$ cat src/rtl/cbf_pkg.sv
`default_nettype none

package cbf_pkg;

    // Framebuffer geometry
    localparam int PLANES  = 3;
    localparam int DEPTH   = PLANES * 8;
    localparam int ADDR_W  = (DEPTH > 1) ? $clog2(DEPTH) : 1;
    localparam int PLANE_W = (PLANES > 1) ? $clog2(PLANES) : 1;

    // Command codes
    localparam logic [2:0] CMD_CLEAR_ALL = 3'd0;
    localparam logic [2:0] CMD_SET_PIX   = 3'd1;
    localparam logic [2:0] CMD_CLR_PIX   = 3'd2;
    localparam logic [2:0] CMD_READ      = 3'd3;
    localparam logic [2:0] CMD_READ_NB   = 3'd4;
    localparam logic [2:0] CMD_PLACE     = 3'd5;
    localparam logic [2:0] CMD_WALK      = 3'd6;

    // Headings
    localparam logic [1:0] HEAD_RIGHT = 2'd0;
    localparam logic [1:0] HEAD_DOWN  = 2'd1;
    localparam logic [1:0] HEAD_LEFT  = 2'd2;
    localparam logic [1:0] HEAD_UP    = 2'd3;

    // Draw modes
    localparam logic [1:0] MODE_MOVE  = 2'd0;
    localparam logic [1:0] MODE_CLEAR = 2'd1;
    localparam logic [1:0] MODE_FULL  = 2'd2;

    localparam logic [7:0] PIX_OFF_GRID = 8'hff;

    typedef struct packed {
        logic [2:0] cmd;
        logic [7:0] pos_x;
        logic [7:0] pos_y;
        logic [7:0] level;
        logic [1:0] heading;
        logic [1:0] draw_mode;
        logic [7:0] step_count;
    } cbf_cmd_t;

    typedef struct packed {
        logic [7:0] pixel_value;
        logic [7:0] cursor_x;
        logic [7:0] cursor_y;
    } cbf_rsp_t;

    // Request from the sequencer to the plane store
    typedef struct packed {
        logic              rd_en;
        logic              wr_en;
        logic              clr_all;
        logic [ADDR_W-1:0] addr;
        logic [7:0]        wdata;
    } cbf_req_t;

endpackage

`default_nettype wire

$ cat src/rtl/cbf_ram.sv
`default_nettype none

module cbf_ram #(
    parameter int WIDTH = 8,
    parameter int DEPTH = 24,
    parameter int AW    = (DEPTH > 1) ? $clog2(DEPTH) : 1
) (
    input  wire logic             clk,
    input  wire logic             we,
    input  wire logic [AW-1:0]    waddr,
    input  wire logic [WIDTH-1:0] wdata,
    input  wire logic             re,
    input  wire logic [AW-1:0]    raddr,
    output logic      [WIDTH-1:0] rdata
);

    logic [WIDTH-1:0] mem [DEPTH];

    // One write port, one registered read port
    always_ff @(posedge clk)
    begin
        if (we)
        begin
            mem[waddr] <= wdata;
        end
        if (re)
        begin
            rdata <= mem[raddr];
        end
    end

endmodule

`default_nettype wire

$ cat src/rtl/cbf_store.sv
`default_nettype none

module cbf_store (
    input  wire logic          clk,
    input  wire logic          rst_n,
    input  wire cbf_pkg::cbf_req_t req,
    output logic [7:0]         rdata
);
    import cbf_pkg::*;

    logic [DEPTH-1:0] valid_reg;
    logic [DEPTH-1:0] valid_next;
    logic             rd_valid_reg;
    logic             rd_valid_next;
    logic [7:0]       ram_q;

    cbf_ram #(
        .WIDTH (8),
        .DEPTH (DEPTH),
        .AW    (ADDR_W)
    ) u_ram (
        .clk   (clk),
        .we    (req.wr_en),
        .waddr (req.addr),
        .wdata (req.wdata),
        .re    (req.rd_en),
        .raddr (req.addr),
        .rdata (ram_q)
    );

    // Row valid bits: a row never written since reset or clear reads as zero
    always_comb
    begin
        valid_next    = valid_reg;
        rd_valid_next = rd_valid_reg;
        if (req.clr_all)
        begin
            valid_next = '0;
        end
        else if (req.wr_en)
        begin
            valid_next[req.addr] = 1'b1;
        end
        if (req.rd_en)
        begin
            rd_valid_next = valid_reg[req.addr];
        end
    end

    always_ff @(posedge clk or negedge rst_n)
    begin
        if (!rst_n)
        begin
            valid_reg    <= '0;
            rd_valid_reg <= 1'b0;
        end
        else
        begin
            valid_reg    <= valid_next;
            rd_valid_reg <= rd_valid_next;
        end
    end

    assign rdata = rd_valid_reg ? ram_q : 8'h00;

endmodule

`default_nettype wire

$ cat src/rtl/cursor_bitplane_framebuffer.sv
`default_nettype none
// 8x8 bitplane framebuffer with a drawing cursor.
// Command channel (cmd_valid / cmd_stall / cmd_item) takes one command item;
// result channel (rsp_valid / rsp_stall / rsp_item) returns exactly one item
// per command with the read value and the cursor position afterwards.
// Commands are processed one at a time; cmd_stall is high while one is busy.
// Work from accept to the result, with P = PLANES: clear all, an unused code
// and a place that does not draw go straight to the result; set / clear pixel
// and a drawing place update each of the P planes; read and read neighbour
// fetch one row, or none when the pixel is off the grid; a walk of n steps
// moves the cursor n times and, if drawing, updates the P planes at each step.
// Each plane update is a read then a write of one row in the plane RAM.
// Clear all resets the per-row valid bits.
// Reset clears the image, the cursor and all handshake state at once.
// A finished result waits in the output register while rsp_stall is high;
// a new command is still accepted, and its result waits until that slot frees.

module cursor_bitplane_framebuffer (
    input  wire logic              clk,
    input  wire logic              rst_n,
    input  wire logic              cmd_valid,
    output logic                   cmd_stall,
    input  wire cbf_pkg::cbf_cmd_t cmd_item,
    output logic                   rsp_valid,
    input  wire logic              rsp_stall,
    output cbf_pkg::cbf_rsp_t      rsp_item
);
    import cbf_pkg::*;

    typedef enum logic [6:0] {
        S_IDLE   = 7'b0000001,
        S_RD     = 7'b0000010,
        S_WR     = 7'b0000100,
        S_RDPIX  = 7'b0001000,
        S_RDWAIT = 7'b0010000,
        S_WALK   = 7'b0100000,
        S_FIN    = 7'b1000000
    } state_t;

    state_t               state_reg, state_next;
    logic [7:0]           cur_x_reg, cur_x_next;
    logic [7:0]           cur_y_reg, cur_y_next;
    logic [7:0]           x_reg, x_next;
    logic [7:0]           y_reg, y_next;
    logic [7:0]           lvl_reg, lvl_next;
    logic [1:0]           head_reg, head_next;
    logic [1:0]           mode_reg, mode_next;
    logic [7:0]           steps_reg, steps_next;
    logic [PLANE_W-1:0]   plane_reg, plane_next;
    logic                 walking_reg, walking_next;
    logic [7:0]           val_reg, val_next;
    logic                 rsp_valid_reg, rsp_valid_next;
    cbf_rsp_t             rsp_reg, rsp_next;

    cbf_req_t             req;
    logic [7:0]           rdata;
    logic [15:0]          nb_xy;
    logic [15:0]          walk_xy;
    logic [7:0]           bit_mask;
    logic                 load_rsp;

    // Single step of the cursor in a heading; bytes wrap
    function automatic logic [15:0] step_xy(input logic [7:0] x, input logic [7:0] y,
                                            input logic [1:0] h);
        logic [7:0] nx;
        logic [7:0] ny;
        nx = x;
        ny = y;
        case (h)
            HEAD_RIGHT: nx = x + 8'd1;
            HEAD_DOWN:  ny = y + 8'd1;
            HEAD_LEFT:  nx = x - 8'd1;
            default:    ny = y - 8'd1;
        endcase
        return {nx, ny};
    endfunction

    cbf_store u_store (
        .clk   (clk),
        .rst_n (rst_n),
        .req   (req),
        .rdata (rdata)
    );

    assign nb_xy    = step_xy(cmd_item.pos_x, cmd_item.pos_y, cmd_item.heading);
    assign walk_xy  = step_xy(cur_x_reg, cur_y_reg, head_reg);
    assign bit_mask = 8'h01 << x_reg[2:0];
    assign load_rsp = (state_reg == S_FIN) && !(rsp_valid_reg && rsp_stall);

    // Command sequencer
    always_comb
    begin
        state_next   = state_reg;
        cur_x_next   = cur_x_reg;
        cur_y_next   = cur_y_reg;
        x_next       = x_reg;
        y_next       = y_reg;
        lvl_next     = lvl_reg;
        head_next    = head_reg;
        mode_next    = mode_reg;
        steps_next   = steps_reg;
        plane_next   = plane_reg;
        walking_next = walking_reg;
        val_next     = val_reg;
        req          = '0;
        req.addr     = ADDR_W'({plane_reg, y_reg[2:0]});

        unique case (state_reg)
            S_IDLE:
            begin
                if (cmd_valid)
                begin
                    x_next       = cmd_item.pos_x;
                    y_next       = cmd_item.pos_y;
                    head_next    = cmd_item.heading;
                    mode_next    = cmd_item.draw_mode;
                    steps_next   = cmd_item.step_count;
                    plane_next   = '0;
                    walking_next = 1'b0;
                    val_next     = 8'h00;
                    state_next   = S_FIN;
                    case (cmd_item.cmd)
                        CMD_CLEAR_ALL:
                        begin
                            req.clr_all = 1'b1;
                        end
                        CMD_SET_PIX:
                        begin
                            lvl_next   = cmd_item.level;
                            state_next = S_RD;
                        end
                        CMD_CLR_PIX:
                        begin
                            lvl_next   = 8'd0;
                            state_next = S_RD;
                        end
                        CMD_READ:
                        begin
                            state_next = S_RDPIX;
                        end
                        CMD_READ_NB:
                        begin
                            x_next     = nb_xy[15:8];
                            y_next     = nb_xy[7:0];
                            state_next = S_RDPIX;
                        end
                        CMD_PLACE:
                        begin
                            cur_x_next = cmd_item.pos_x;
                            cur_y_next = cmd_item.pos_y;
                            if (cmd_item.draw_mode == MODE_CLEAR)
                            begin
                                lvl_next   = 8'd0;
                                state_next = S_RD;
                            end
                            else if (cmd_item.draw_mode == MODE_FULL)
                            begin
                                lvl_next   = 8'(PLANES);
                                state_next = S_RD;
                            end
                        end
                        CMD_WALK:
                        begin
                            walking_next = 1'b1;
                            state_next   = S_WALK;
                        end
                        default:
                        begin
                            state_next = S_FIN;
                        end
                    endcase
                end
            end
            S_WALK:
            begin
                if (steps_reg == 8'd0)
                begin
                    state_next = S_FIN;
                end
                else
                begin
                    steps_next = steps_reg - 8'd1;
                    cur_x_next = walk_xy[15:8];
                    cur_y_next = walk_xy[7:0];
                    x_next     = walk_xy[15:8];
                    y_next     = walk_xy[7:0];
                    plane_next = '0;
                    if (mode_reg == MODE_CLEAR)
                    begin
                        lvl_next   = 8'd0;
                        state_next = S_RD;
                    end
                    else if (mode_reg == MODE_FULL)
                    begin
                        lvl_next   = 8'(PLANES);
                        state_next = S_RD;
                    end
                end
            end
            S_RD:
            begin
                req.rd_en  = 1'b1;
                state_next = S_WR;
            end
            S_WR:
            begin
                // Thermometer code: plane lit when its index is below the level
                req.wr_en = 1'b1;
                if (8'(plane_reg) < lvl_reg)
                begin
                    req.wdata = rdata | bit_mask;
                end
                else
                begin
                    req.wdata = rdata & ~bit_mask;
                end
                if (plane_reg == PLANE_W'(PLANES - 1))
                begin
                    state_next = walking_reg ? S_WALK : S_FIN;
                end
                else
                begin
                    plane_next = plane_reg + 1'b1;
                    state_next = S_RD;
                end
            end
            S_RDPIX:
            begin
                if ((x_reg > 8'd7) || (y_reg > 8'd7))
                begin
                    val_next   = PIX_OFF_GRID;
                    state_next = S_FIN;
                end
                else
                begin
                    req.rd_en  = 1'b1;
                    req.addr   = ADDR_W'(y_reg[2:0]);
                    state_next = S_RDWAIT;
                end
            end
            S_RDWAIT:
            begin
                val_next   = {7'd0, rdata[x_reg[2:0]]};
                state_next = S_FIN;
            end
            S_FIN:
            begin
                if (load_rsp)
                begin
                    state_next = S_IDLE;
                end
            end
            default:
            begin
                state_next = S_IDLE;
            end
        endcase
    end

    // Output slot
    always_comb
    begin
        rsp_valid_next = rsp_valid_reg && rsp_stall;
        rsp_next       = rsp_reg;
        if (load_rsp)
        begin
            rsp_valid_next       = 1'b1;
            rsp_next.pixel_value = val_reg;
            rsp_next.cursor_x    = cur_x_reg;
            rsp_next.cursor_y    = cur_y_reg;
        end
    end

    // Control and cursor state
    always_ff @(posedge clk or negedge rst_n)
    begin
        if (!rst_n)
        begin
            state_reg     <= S_IDLE;
            cur_x_reg     <= 8'd0;
            cur_y_reg     <= 8'd0;
            plane_reg     <= '0;
            walking_reg   <= 1'b0;
            steps_reg     <= 8'd0;
            rsp_valid_reg <= 1'b0;
        end
        else
        begin
            state_reg     <= state_next;
            cur_x_reg     <= cur_x_next;
            cur_y_reg     <= cur_y_next;
            plane_reg     <= plane_next;
            walking_reg   <= walking_next;
            steps_reg     <= steps_next;
            rsp_valid_reg <= rsp_valid_next;
        end
    end

    // Payload registers
    always_ff @(posedge clk)
    begin
        x_reg    <= x_next;
        y_reg    <= y_next;
        lvl_reg  <= lvl_next;
        head_reg <= head_next;
        mode_reg <= mode_next;
        val_reg  <= val_next;
        rsp_reg  <= rsp_next;
    end

    assign cmd_stall = (state_reg != S_IDLE);
    assign rsp_valid = rsp_valid_reg;
    assign rsp_item  = rsp_reg;

    // Checks
    a_plane_range: assert property (@(posedge clk) disable iff (!rst_n)
        ((state_reg == S_RD) || (state_reg == S_WR)) |-> (32'(plane_reg) < PLANES))
        else $error("plane index out of range");

    a_wr_after_rd: assert property (@(posedge clk) disable iff (!rst_n)
        (state_reg == S_WR) |-> $past(state_reg == S_RD))
        else $error("row write without preceding read");

    a_wait_after_rdpix: assert property (@(posedge clk) disable iff (!rst_n)
        (state_reg == S_RDWAIT) |-> $past(state_reg == S_RDPIX))
        else $error("pixel read wait without read");

    a_rsp_loaded: assert property (@(posedge clk) disable iff (!rst_n)
        load_rsp |=> (rsp_valid_reg && (state_reg == S_IDLE)))
        else $error("result not loaded into output slot");

    a_clear_fast: assert property (@(posedge clk) disable iff (!rst_n)
        (cmd_valid && !cmd_stall && (cmd_item.cmd == CMD_CLEAR_ALL)) |=> (state_reg == S_FIN))
        else $error("clear all did not finish in one cycle");

endmodule

`default_nettype wire

$ cat config.mk
export PLATFORM = sky130hd
export DESIGN_NAME = cursor_bitplane_framebuffer
export DESIGN_NICKNAME = d
export VERILOG_FILES = /design/src/rtl/cbf_pkg.sv /design/src/rtl/cbf_ram.sv /design/src/rtl/cbf_store.sv /design/src/rtl/cursor_bitplane_framebuffer.sv
export SDC_FILE = /design/constraint.sdc
export NUM_CORES = 1
export LEC_CHECK = 0
export BUFFER_PORTS_ARGS = -buffer_cell sky130_fd_sc_hd__buf_2
export CORE_MARGIN = 8
export CORE_UTILIZATION = 35
export CTS_CLUSTER_SIZE = 16
export DETAILED_ROUTE_END_ITERATION = 6
export PLACE_DENSITY = 0.56
export SYNTH_ARGS = -nofsm -noshare
export SYNTH_HDL_FRONTEND = slang
export SYNTH_SLANG_ARGS = --single-unit
$ cat constraint.sdc
create_clock -name clk -period 3.8 [get_ports clk]
set_input_delay 1.14 -clock clk [delete_from_list [all_inputs] [get_ports clk]]
set_output_delay 1.14 -clock clk [all_outputs]
set_load 0.02 [all_outputs]
=== Word level (Yosys, flattened, before mapping) ===
Memory sizes are Yosys's and may differ from the RTL's. A register that Yosys moved wholly into a read port is not among the register bits.
Index checks and enable logic that the tools add are counted.

* Register bits after elaboration: 120
* Bits in latches: 0
* RAM bits: 192
* Memory bits (read-only): 0
* Input port bits: 43
* Output and inout port bits: 26
* Word-level logic and storage cells: 168
* Memories: 1

* $add $sub $neg: 10
* $mul: 0
* Divide/modulo/power cells: 0
* Order comparisons: 6
* Equality and inequality tests: 33
* Shift-type cells: 1
* Muxes and demuxes: 71
* Bitwise operators: 4
* Reduce and logical (&&, ||, !) cells: 24

{| class="wikitable"
|+ Memories
! name !! depth !! bits a word !! rd ports !! clocked after memory_dff !! write ports !! line !! RTL
|-
| u_store.u_ram.mem || 24 || 8 || 1 || 1 || 1 || cbf_ram.sv:17 || <nowiki>logic [WIDTH-1:0] mem [DEPTH];</nowiki>
|}

{| class="wikitable"
|+ Operator list
! cell !! count
|-
| two-way mux 8 bit || 23
|-
| one-hot mux 8 bit (2 select lines) || 10
|-
| two-way mux 7 bit || 10
|-
| one-hot mux 7 bit (7 select lines) || 1
|-
| two-way mux 24 bit || 2
|-
| one-hot mux 8 bit (3 select lines) || 2
|-
| subtractor 8 x 1 -> 8 bit, second input constant || 5
|-
| adder 8 x 1 -> 8 bit, second input constant || 4
|-
| one-hot mux 7 bit (4 select lines) || 1
|-
| bitwise OR 24 bit || 1
|-
| > comparator 8 x 3 -> 1 bit, second input constant || 2
|-
| two-way mux 1 bit || 12
|-
| equality test 2 bit, second input constant || 5
|-
| two-way mux 5 bit || 2
|-
| != test 2 bit, second input constant || 5
|-
| equality test 3 bit, second input constant || 3
|-
| AND reduction 3 bit || 3
|-
| AND 8 bit || 1
|-
| equality test 2 x 1 -> 1 bit, second input constant || 4
|-
| zero test 8 bit || 1
|-
| less-than comparator 2 x 8 -> 1 bit || 1
|-
| != test 4 bit, second input constant || 2
|-
| NOT 8 bit || 1
|-
| bitwise OR 8 bit || 1
|-
| 35 further kinds || 47
|}

=== Longest topological paths before layout ===
Gate-level depths: netlist of run 1.

* Depth after elaboration: 11
* Gate-level depth with buffers: 12

=== By module ===
From an unflattened synthesis of run 1, not the netlist that was laid out.

* Cell total of the unflattened synthesis: 1067
* Area, all modules: 14358.8 um^2

{| class="wikitable"
|+ By module, submodules not included
! module !! instances !! cells each !! area an instance (um^2) !! seq. area each (um^2)
|-
| cbf_ram || 1 || 383 || 7800.0 || 6005.8
|-
| cursor_bitplane_framebuffer || 1 || 566 || 5352.6 || 2318.5
|-
| cbf_store || 1 || 118 || 1206.2 || 625.6
|}

=== Worst setup path before layout of run 1 ===
No wires, ideal clock.

* Path type: register to register
* Start point: register head_reg[0]
* End point: register cur_y_reg[7]
* Library setup time: 0.069 ns
* Arrival time: 3.036 ns
* Setup slack: 0.695 ns
* Stages on the path, launching flop included: 13
* Buffers on the path: 3
* Period minus slack after synthesis: 3.105 ns
* Cells stage by stage: edfxtp_1 clkbuf_1 clkbuf_1 buf_1 nand2b_1 ha_1 a21oi_1 o211ai_1 o41ai_1 xnor2_1 nand2_1 or4_1 nand3_1

* Longest elaborated chain between the ends: 5
* Elaborated cells between the ends (all ways): 7
* Classes of those cells: eq/ne (2); mux (3); reduce/logical (2)

{| class="wikitable"
|+ RTL lines
! element !! line !! RTL
|-
| from (decl) || cursor_bitplane_framebuffer.sv:46 || <nowiki>logic [1:0] head_reg, head_next;</nowiki>
|-
| from (signal assigned) || cursor_bitplane_framebuffer.sv:305 || <nowiki>head_reg <= head_next;</nowiki>
|-
| equality test 2 bit / zero test 2 bit (equally long branches) || cursor_bitplane_framebuffer.sv:69 || <nowiki>case (h)</nowiki>
|-
| OR reduction 2 bit (no line) || -- ||
|-
| one-hot mux 8 bit (2 select lines) (*) || cursor_bitplane_framebuffer.sv:69 ||
|-
| two-way mux 8 bit (*) || cursor_bitplane_framebuffer.sv:176 || <nowiki>if (steps_reg == 8'd0)</nowiki>
|-
| one-hot mux 8 bit (2 select lines) (*) || cursor_bitplane_framebuffer.sv:108 || <nowiki>unique case (state_reg)</nowiki>
|-
| to (signal assigned) || cursor_bitplane_framebuffer.sv:291 || <nowiki>cur_y_reg <= cur_y_next;</nowiki>
|-
| to (decl) || cursor_bitplane_framebuffer.sv:42 || <nowiki>logic [7:0] cur_y_reg, cur_y_next;</nowiki>
|}

Mark *: on every way between the ends. The rest lies on a longest branch, timed or not. The select of a mux whose other input is x is not followed.
A chain may end at the register's enable or synchronous reset.

=== Worst setup path after layout of run 1 ===
* Start point: register state_reg[5]
* End point: output port cmd_stall

* Longest elaborated chain between the ends: 1

{| class="wikitable"
|+ RTL lines
! element !! line !! RTL
|-
| from (decl) || cursor_bitplane_framebuffer.sv:40 || <nowiki>state_t state_reg, state_next;</nowiki>
|-
| from (signal assigned) || cursor_bitplane_framebuffer.sv:289 || <nowiki>state_reg <= state_next;</nowiki>
|-
| != test 7 x 1 -> 1 bit || cursor_bitplane_framebuffer.sv:311 || <nowiki>assign cmd_stall = (state_reg != S_IDLE);</nowiki>
|-
| to (decl) || cursor_bitplane_framebuffer.sv:22 || <nowiki>output logic cmd_stall,</nowiki>
|}

No other way between the ends.

==> results of run 1 <==
## power by group through the flow
stage | sequential [W] | clock (W) | combinational, W
after global routing | 0.00446 | 0.00341 | 0.00281
final | 0.00441 | 0.00320 | 0.00253
after CTS | 0.00441 | 0.00329 | 0.00255
after floorplan | 0.00432 | 0 | 0.00195
after detailed placement | 0.00448 | 0 | 0.00254
after global placement | 0.00447 | 0 | 0.00251
## routing by layer
metal	up-vias	share of wire, %	global-route usage (%)	wire (µm)
met1	4374	46	19.74	15680
met2	173	47	22.61	15820
li1	4061	-	-	-
met3	49	4.3	2.191	1456
met4	2	2.5	5.060	853
met5	-	0.035	0	12
## how the worst min path moves through the flow
| stage | from | endpoint | slack (ns) | cells after the start |
|---|---|---|---|---|
| 5_1_grt | val_reg[6]$_DFFE_PP_ | rsp_item[22]$_DFFE_PP_ | 0.44 | 0 |
| 3_3_place_gp | val_reg[0]$_DFFE_PP_ | rsp_item[16]$_DFFE_PP_ | 0.40 | 0 |
| 2_1_floorplan | val_reg[0]$_DFFE_PP_ | rsp_item[16]$_DFFE_PP_ | 0.40 | 0 |
| 3_5_place_dp | val_reg[0]$_DFFE_PP_ | rsp_item[16]$_DFFE_PP_ | 0.41 | 0 |
| 6_report | val_reg[0]$_DFFE_PP_ | rsp_item[16]$_DFFE_PP_ | 0.42 | 0 |
| 4_1_cts | val_reg[0]$_DFFE_PP_ | rsp_item[16]$_DFFE_PP_ | 0.43 | 0 |
## critical path: stages, from the launching register on
cell,delay [ns]
dfrtp_1,0.46
nor3_4,0.30
and4b_2,0.34
inv_1,0.10
buf_2,0.18
## cells by family (layout without fill, tap and decap cells)
group | after synthesis | in the layout
buffers and inverters | 85 | 207
other | 0 | 1
multiplexers | 83 | 83
flip-flops | 308 | 308
AO/OA/AOI/OAI | 209 | 209
AND/OR/NAND/NOR | 259 | 259
XOR/XNOR | 23 | 23
adder cells (fa/ha/maj) | 35 | 35
## cells in the mapped netlist, drive strengths merged (11+ instances only)
master,count
a21oi,59
buf,24
clkbuf,33
dfrtp,59
edfxtp,248
ha,31
inv,26
mux2i,22
mux4,56
nand2,55
nand2b,20
nand3,35
nor2,78
nor3,13
o211ai,11
o21a,30
o21ai,40
o22ai,11
xnor2,16
## stage by stage
stage	setup slack, ns	hold WS [ns]	cell area (µm²)	utilization, %
6_report	0.7535	0.4225	16480	40.63
2_1_floorplan	0.6951	0.4003	14260	-
5_1_grt	0.5269	0.4414	16480	40.63
3_5_place_dp	0.3168	0.4136	15400	37.98
4_1_cts	0.7397	0.4272	16470	40.62
3_3_place_gp	0.3753	0.4047	15400	37.98
## cell type report
cell class,count,area [µm²]
repair buffers,118,740.7
flip-flops and latches,308,8950
multi-input cells,609,4935
inverters,28,110.1
diodes,1,2.502
fillers,3759,24080
clock buffers,51,924.6
clock inverters,10,148.9
well taps,532,665.6
==> run summary, run 1 <==
The floorplan step defined a die boundary enclosing between 40000 and 50000 µm². The register bit count reported by yosys came out at just over 300. The total routing usage reported by global routing is approximately 14%.

The count of final max-slew check failures was 0. The aggregate negative setup slack is 0 ns. The number of gates resized after CTS was 0.

In the routed design, unresolved DRC markers number 0. The final layout contains routed wiring with a total length of roughly 34000 µm. The post-synthesis net count is ~1.1k. In this run the critical register-to-register path is launched from head_reg[1]$_DFFE_PP_. The register area share after synthesis came out at around 63%. Setup repair after global routing left no endpoint under its margin.

The register with the most flip-flops in the layout has roughly 190 of them. Summing the areas of all xor and xnor instances in the mapped netlist gives under 10% of the synthesized area. The clock skew after layout is roughly 0.02 ns. The type of the worst min-delay path is reg2reg. The via density per instance came out at about 5.2.

The worst-case vdd ir drop came out at ~0.00025 V. The total number of vias is ~8.7k. The biggest area contributor in the post-synthesis netlist is edfxtp_1. The proportion of synthesized area in mux cells is a little over a tenth. The kind of end point of the critical path is a primary output.

Once placement completed, the tool counted placed cells totaling 1595. Net switching is a little under a third of the power. Per report_power, the clock group accounts for between 30% and 40% of the total.

The number of failing hold endpoints at the final stage is 0. Across all register-to-register paths, the minimum setup slack is about 0.76 ns. The net total in the final layout came out at roughly 1.2k. The startpoint type of the worst setup path is a register.

The remaining antenna violation count is 0. The routed design could run at a clock period as short as between 3 and 4 ns. The remaining global-route overflow is 0. In the final routed layout, each cell accounts on average for a little over 20 µm. The maximum count of clock buffers along a single path came out at 3.

Compared with the post-synthesis result, the final layout area differs by 15.56%. In this run the tool buffered the top-level ports with 68 buffer cells. The number of ports placed on the die boundary came out at 69. The die width came out at between 200 and 250 µm. The post-CTS repair timing setup buffer count is 0.

The floorplan has 74 rows. The clock tree from TritonCTS is built. The number of DRC violations after detailed-routing iteration 0 is about 680. Dividing total power by cell area gives a power density of about 600 nW/µm².

The number of max-capacitance violations reported is 0. In this run the worst path has a maximum fanout of 6. In this run, post-CTS hold repair placed 0 buffers.

The endpoint of the lowest-slack register-to-register path is cur_y_reg[7]$_DFFE_PN0P_. Before antenna repair, the detailed router went through 5 iterations. The via count of the first global-routing pass is roughly 8.9k. The vertical die dimension is between 200 and 250 µm.

Of the total synthesized cell area, the portion taken by AND, OR, NAND and NOR gates is 9.556%. Of all flip-flops after synthesis, the portion carrying an async set or reset was 19.48%. In the synthesized netlist the dominant register cell turns out to be edfxtp_1.

The share of the synthesized area in compound gates (AO/OA/AOI/OAI) came out at a little under a tenth. The warning count from the yosys run is 0. The clock-pin transition on the worst setup and hold timing paths came out at roughly 0.060 ns.

The total internal power is 0.006945 W. The transition time at the pin with the least slew margin came out at about 1.1 ns. The synthesized design contains around 250 enable-type register cells. The fraction of synthesized cell area taken by the top area cell type is 52.23%. For this configuration, the core starts out at a cell density of a little over a third. The worst max-slew margin expressed relative to the limit came out at 24.76%.

The maximum number of pins on one net before global-route repair is 61. Summed over all nets, the switching power comes to 0.003195 W. The buffer type at the clock tree root is clkbuf_16. The cell count of the worst reg-to-reg path came out at 9. The weighted congestion reported at the end of routability-driven placement is between 0.8 and 0.9. The number of H-tree branching levels is 2.

The final-report setup violation count came out at 0. The sequential fraction of design power came out at a little over two fifths. The worst path uses between 80% and 90% of the clock period. The critical path is of the reg2out type. The initial antenna violation count came out at 2. The total power came out at just over 0.01 W.

The number of instances in the synthesized netlist came out at 1002. The run finished with clean final reports. The latest clock arrival within the worst-skew pair is between 0.5 and 0.6 ns. Summed over all cells, the static leakage comes to 5.832 nW. For this design, the sink count on the clock tree is ~310. The launching instance or port of the critical path is state_reg[5]$_DFFE_PN0P_. The global-route wire length before repair came out at 52580 µm. For this run, the number of standard cells in the final layout without fillers is between 1.5k and 2k. The area of the placeable core is roughly 40000 µm². Leaving out fill and tap cells, the most frequent cell in the layout is edfxtp_1. The placed wire-length estimate after detailed placement is 22950 µm. The mean instance size in the synthesized netlist came out at 14.23 µm².

The number of clock buffers added by TritonCTS is 34. Leaving out fill and tap cells, the most frequent cells in the layout are edfxtp_1, nor2_1, buf_2, dfrtp_1, a21oi_1. Data on the critical path arrives at its endpoint at roughly 1.9 ns.

The number of distinct library cell variants in the gate-level netlist after synthesis is a little over 70. By area, the combinational part of the netlist is dominated by multiplexers. Yosys attributes the largest share of cell area to edfxtp_1, dfrtp_1, mux4_2. Following the worst setup path forward leads to its endpoint at cmd_stall. The required time of the worst setup path came out at 2.66 ns.

The part of the total power dissipated in combinational logic came out at around 25%. Timing would allow up to between 0.3 and 0.4 GHz. The fraction of layout instances using a drive strength above 1 is between 20% and 30%. Of the total synthesized cell area, the portion taken by full adders, half adders and majority gates is between 3 and 4%. The mapped cell area is 14260 µm².
No activity file was read; power rests on OpenSTA's default activity.
==> inputs of run 2 (changes only) <==
- PLACE_DENSITY: 0.56 -> 0.58
- clock period: 3.8 -> 2.5 ns (I/O delays scaled with it)
==> run 2 against run 1 <==
  * The run now ends with negative setup slack left
  * Clock power rose by 48%
  * Sequential cell count did not move
  * Worst setup slack lost 0.80 ns
  * Combinational power rose by 110%
  * Clock skew down 0.0063 ns
  * Sequential share of layout area fell by 3.7 points
  * Critical path type is now reg2reg
  * Worst hold slack got worse by 0.31 ns
  * Clock-buffer cell count decreased by 6
  * Non-clock buffer count up 96
  * Routed wire length is 3.1% higher
  * Via count rose by 5.1%
==> run summary, run 2 (synthesized netlist as in run 1, its figures left out) <==
The die is ~220 µm tall. The post-synthesis to final-layout area growth is 24.06%. The via count of the first global-routing pass is approximately 9.2k. The cell with the largest stage delay on the worst path is or4_1.

The startpoint identified for the worst register-to-register timing path is head_reg[1]$_DFFE_PP_. The endpoint of the lowest-slack register-to-register path is cur_x_reg[7]$_DFFE_PN0P_. The net total in the final layout is 1270.

The TritonCTS buffer count came out at 31. The final-report setup violation count came out at 2. The number of failing hold endpoints at the final stage came to 0. The time the worst path needs with I/O delays and setup came out at around 2.5 ns. In the layout the commonest cells are edfxtp_1, buf_4, buf_2, nor2_1, dfrtp_1. The initial antenna violation count is 1.

The HPWL after detailed placement is 24310 µm. Walking the worst path, the cells encountered are buf_6 > nand2b_4 > inv_4 > ha_1 > a21oi_2 > o211ai_1 > o41ai_4 > mux2i_4 > or4_1 > nand3_1. The final routed wirelength across all metal layers is 34870 µm.

Summing all placed instances gives a cell area of ~16000 µm². TritonCTS built the clock tree. The register-to-register setup slack came out at -0.05 ns. The count of input and output buffers came out at a little under 70.

Of the available clock period, the critical path in the final layout requires 101.9%. The worst hold path belongs to the class in2async. The register with the most flip-flops in the layout has ~190 of them.

The count of final max-slew check failures came out at 0. The delay contributed by the slowest stage of the critical path is 0.53 ns. The area enclosed by the die boundary is 47450 µm². The latest clock arrival within the worst-skew pair came out at 0.59 ns.

The weighted congestion reported at the end of routability-driven placement is a little under 0.9. The clock-pin transition on the worst setup and hold timing paths is 0.07 ns. The global-route wire length before repair came out at 53550 µm. The total number of vias came out at just over 9k. The total power came out at 0.01664 W.

STA classifies the critical path startpoint as a register. In this run the power density over the cells is about 940 nW/µm². The final worst setup slack came out at -0.04785 ns. The detail route stage leaves a number of antenna-violating nets equal to 0. The filler cell count in the final layout came out at around 3.7k.

In this run the clock root is driven by a clkbuf_16. Global routing used 14.39% of the available tracks across all layers. The critical path is of the reg2reg type.

Data on the critical path arrives at its endpoint at roughly 3.1 ns. The post-layout instance area came out at 17690 µm². The sequential standard cell area came out at 8950 µm². The maximum count of clock buffers along a single path is 3. Excluding fillers, the count of instances in the completed layout stands at 1750. In this run the number of H-tree levels came out at 1. Counting tap cells, the placed design contains a total of 1676 instances.

The number of iterations in the first detailed-routing pass is 7. The cell family contributing the most delay on the critical path is compound AO/OA/AOI/OAI gates. The number of max-capacitance violations reported came out at 0. The die is 217.8 µm wide. The first routing iteration left about 610 violations. The area of the placeable core is between 40000 and 50000 µm².

The leakage dissipation is ~6.4 nW. The buffer and inverter count on the worst path came out at 2. The number of placement rows is between 70 and 80. Dividing the detail-routed wire length by the instance count gives 19.92 µm. Leaving out fill and tap cells, the most frequent cell in the layout is edfxtp_1. The cell count of the worst reg-to-reg path came out at 10.

STA classifies the critical path endpoint as a register. The effective utilization at floorplan is about a third. The flow ran to the end, but the final reports show violations. Setup repair after global routing could not meet its margin everywhere. The remaining global-route overflow came out at 0. The transition time at the pin with the least slew margin came out at roughly 0.58 ns. The worst max-slew margin expressed relative to the limit came out at roughly 60%. In this run the worst setup path begins at head_reg[1]$_DFFE_PP_. Of the cells placed in the final design, the portion with a size suffix greater than 1 is roughly 34%.

Entering global routing, the biggest net connects 44 pins. The worst-case vdd ir drop came out at around 0.00050 V. For this run, design rule violations remaining after detail routing come to 0. The number of ports placed on the die boundary is 69. The checks that failed: negative setup slack. For the final database, setup skew stands at between 0.01 and 0.015 ns. Static timing analysis puts the maximum clock frequency at about 0.4 GHz. The via density per instance is 5.201. The required time of the worst setup path came out at 3.03 ns. The multi-input combinational cells in the finished layout cover a total of ~5300 µm².

The count of hold buffers inserted by post-cts repair is 0. Hold is met by ~0.11 ns. The maximum fanout count along the critical path is 5. Clock tree synthesis found a total of a little over 300 sinks.
## run 2: cell types whose count changed in the layout (fill, tap and decap cells not counted), moves of 5 or more
cell / change
nand2b_1: -5
clkinv_2: +6
buf_6: +9
nor2_2: +13
clkbuf_1: -8
buf_12: +8
buf_4: +80
ha_1: -8
ha_4: +8
nor2_1: -13
## run 2: final cells by class
class,instances,share of cell area [%]
multi-input combinational,609,29.98
clock inverter,13,0.8700
inverter,28,0.6649
antenna,1,0.01415
clock buffer,45,5.086
timing repair buffer,214,9.032
sequential,308,50.59
tap,532,3.763
## run 2: worst max path at each step
stage / end / slack, ns / cells past startpoint
detailed placement: y_reg[7]$_DFFE_PP_ / -0.28 / 10
CTS: cmd_stall / -0.01 / 4
global placement: y_reg[7]$_DFFE_PP_ / -0.26 / 10
floorplan: u_store.u_ram.mem[10][0]$_DFFE_PP_ / -0.03 / 7
global route: cur_x_reg[7]$_DFFE_PN0P_ / -0.14 / 10
finish: cur_x_reg[7]$_DFFE_PN0P_ / -0.05 / 10
## run 2: where the power goes
group	internal (W)	total (W)	switching, W
clock	0.00281	0.00475	0.00194
combinational	0.00249	0.00530	0.00281
sequential	0.00615	0.00659	0.000443
total	0.0114	0.0166	0.00520
## run 2: per-layer routing
metal	GRT usage, %	up-vias	routed length, µm
li1	-	4255	-
met1	19.13	4564	15120
met2	23.95	221	17020
met3	2.080	59	1823
met4	4.881	2	886
met5	0	-	13
## run 2: metrics by stage
step | worst slack (ns) | TNS [ns] | utilization, %
6_report | -0.04785 | -0.07012 | 43.62
3_5_place_dp | -0.2760 | -1.960 | 39.86
2_1_floorplan | -0.02680 | -0.4524 | -
3_3_place_gp | -0.2634 | -1.603 | 39.86
4_1_cts | -0.01488 | -0.1014 | 42.56
5_1_grt | -0.1449 | -0.5804 | 43.61
## run 2: what timing repair did
item                                   in CTS  in global routing
pin swaps                                   2                 13
resized for setup                          10                 67
setup endpoints to repair                  24                154
gates cloned                                0                  0
endpoints found under the hold margin       0                  0
setup buffers                               3                 13
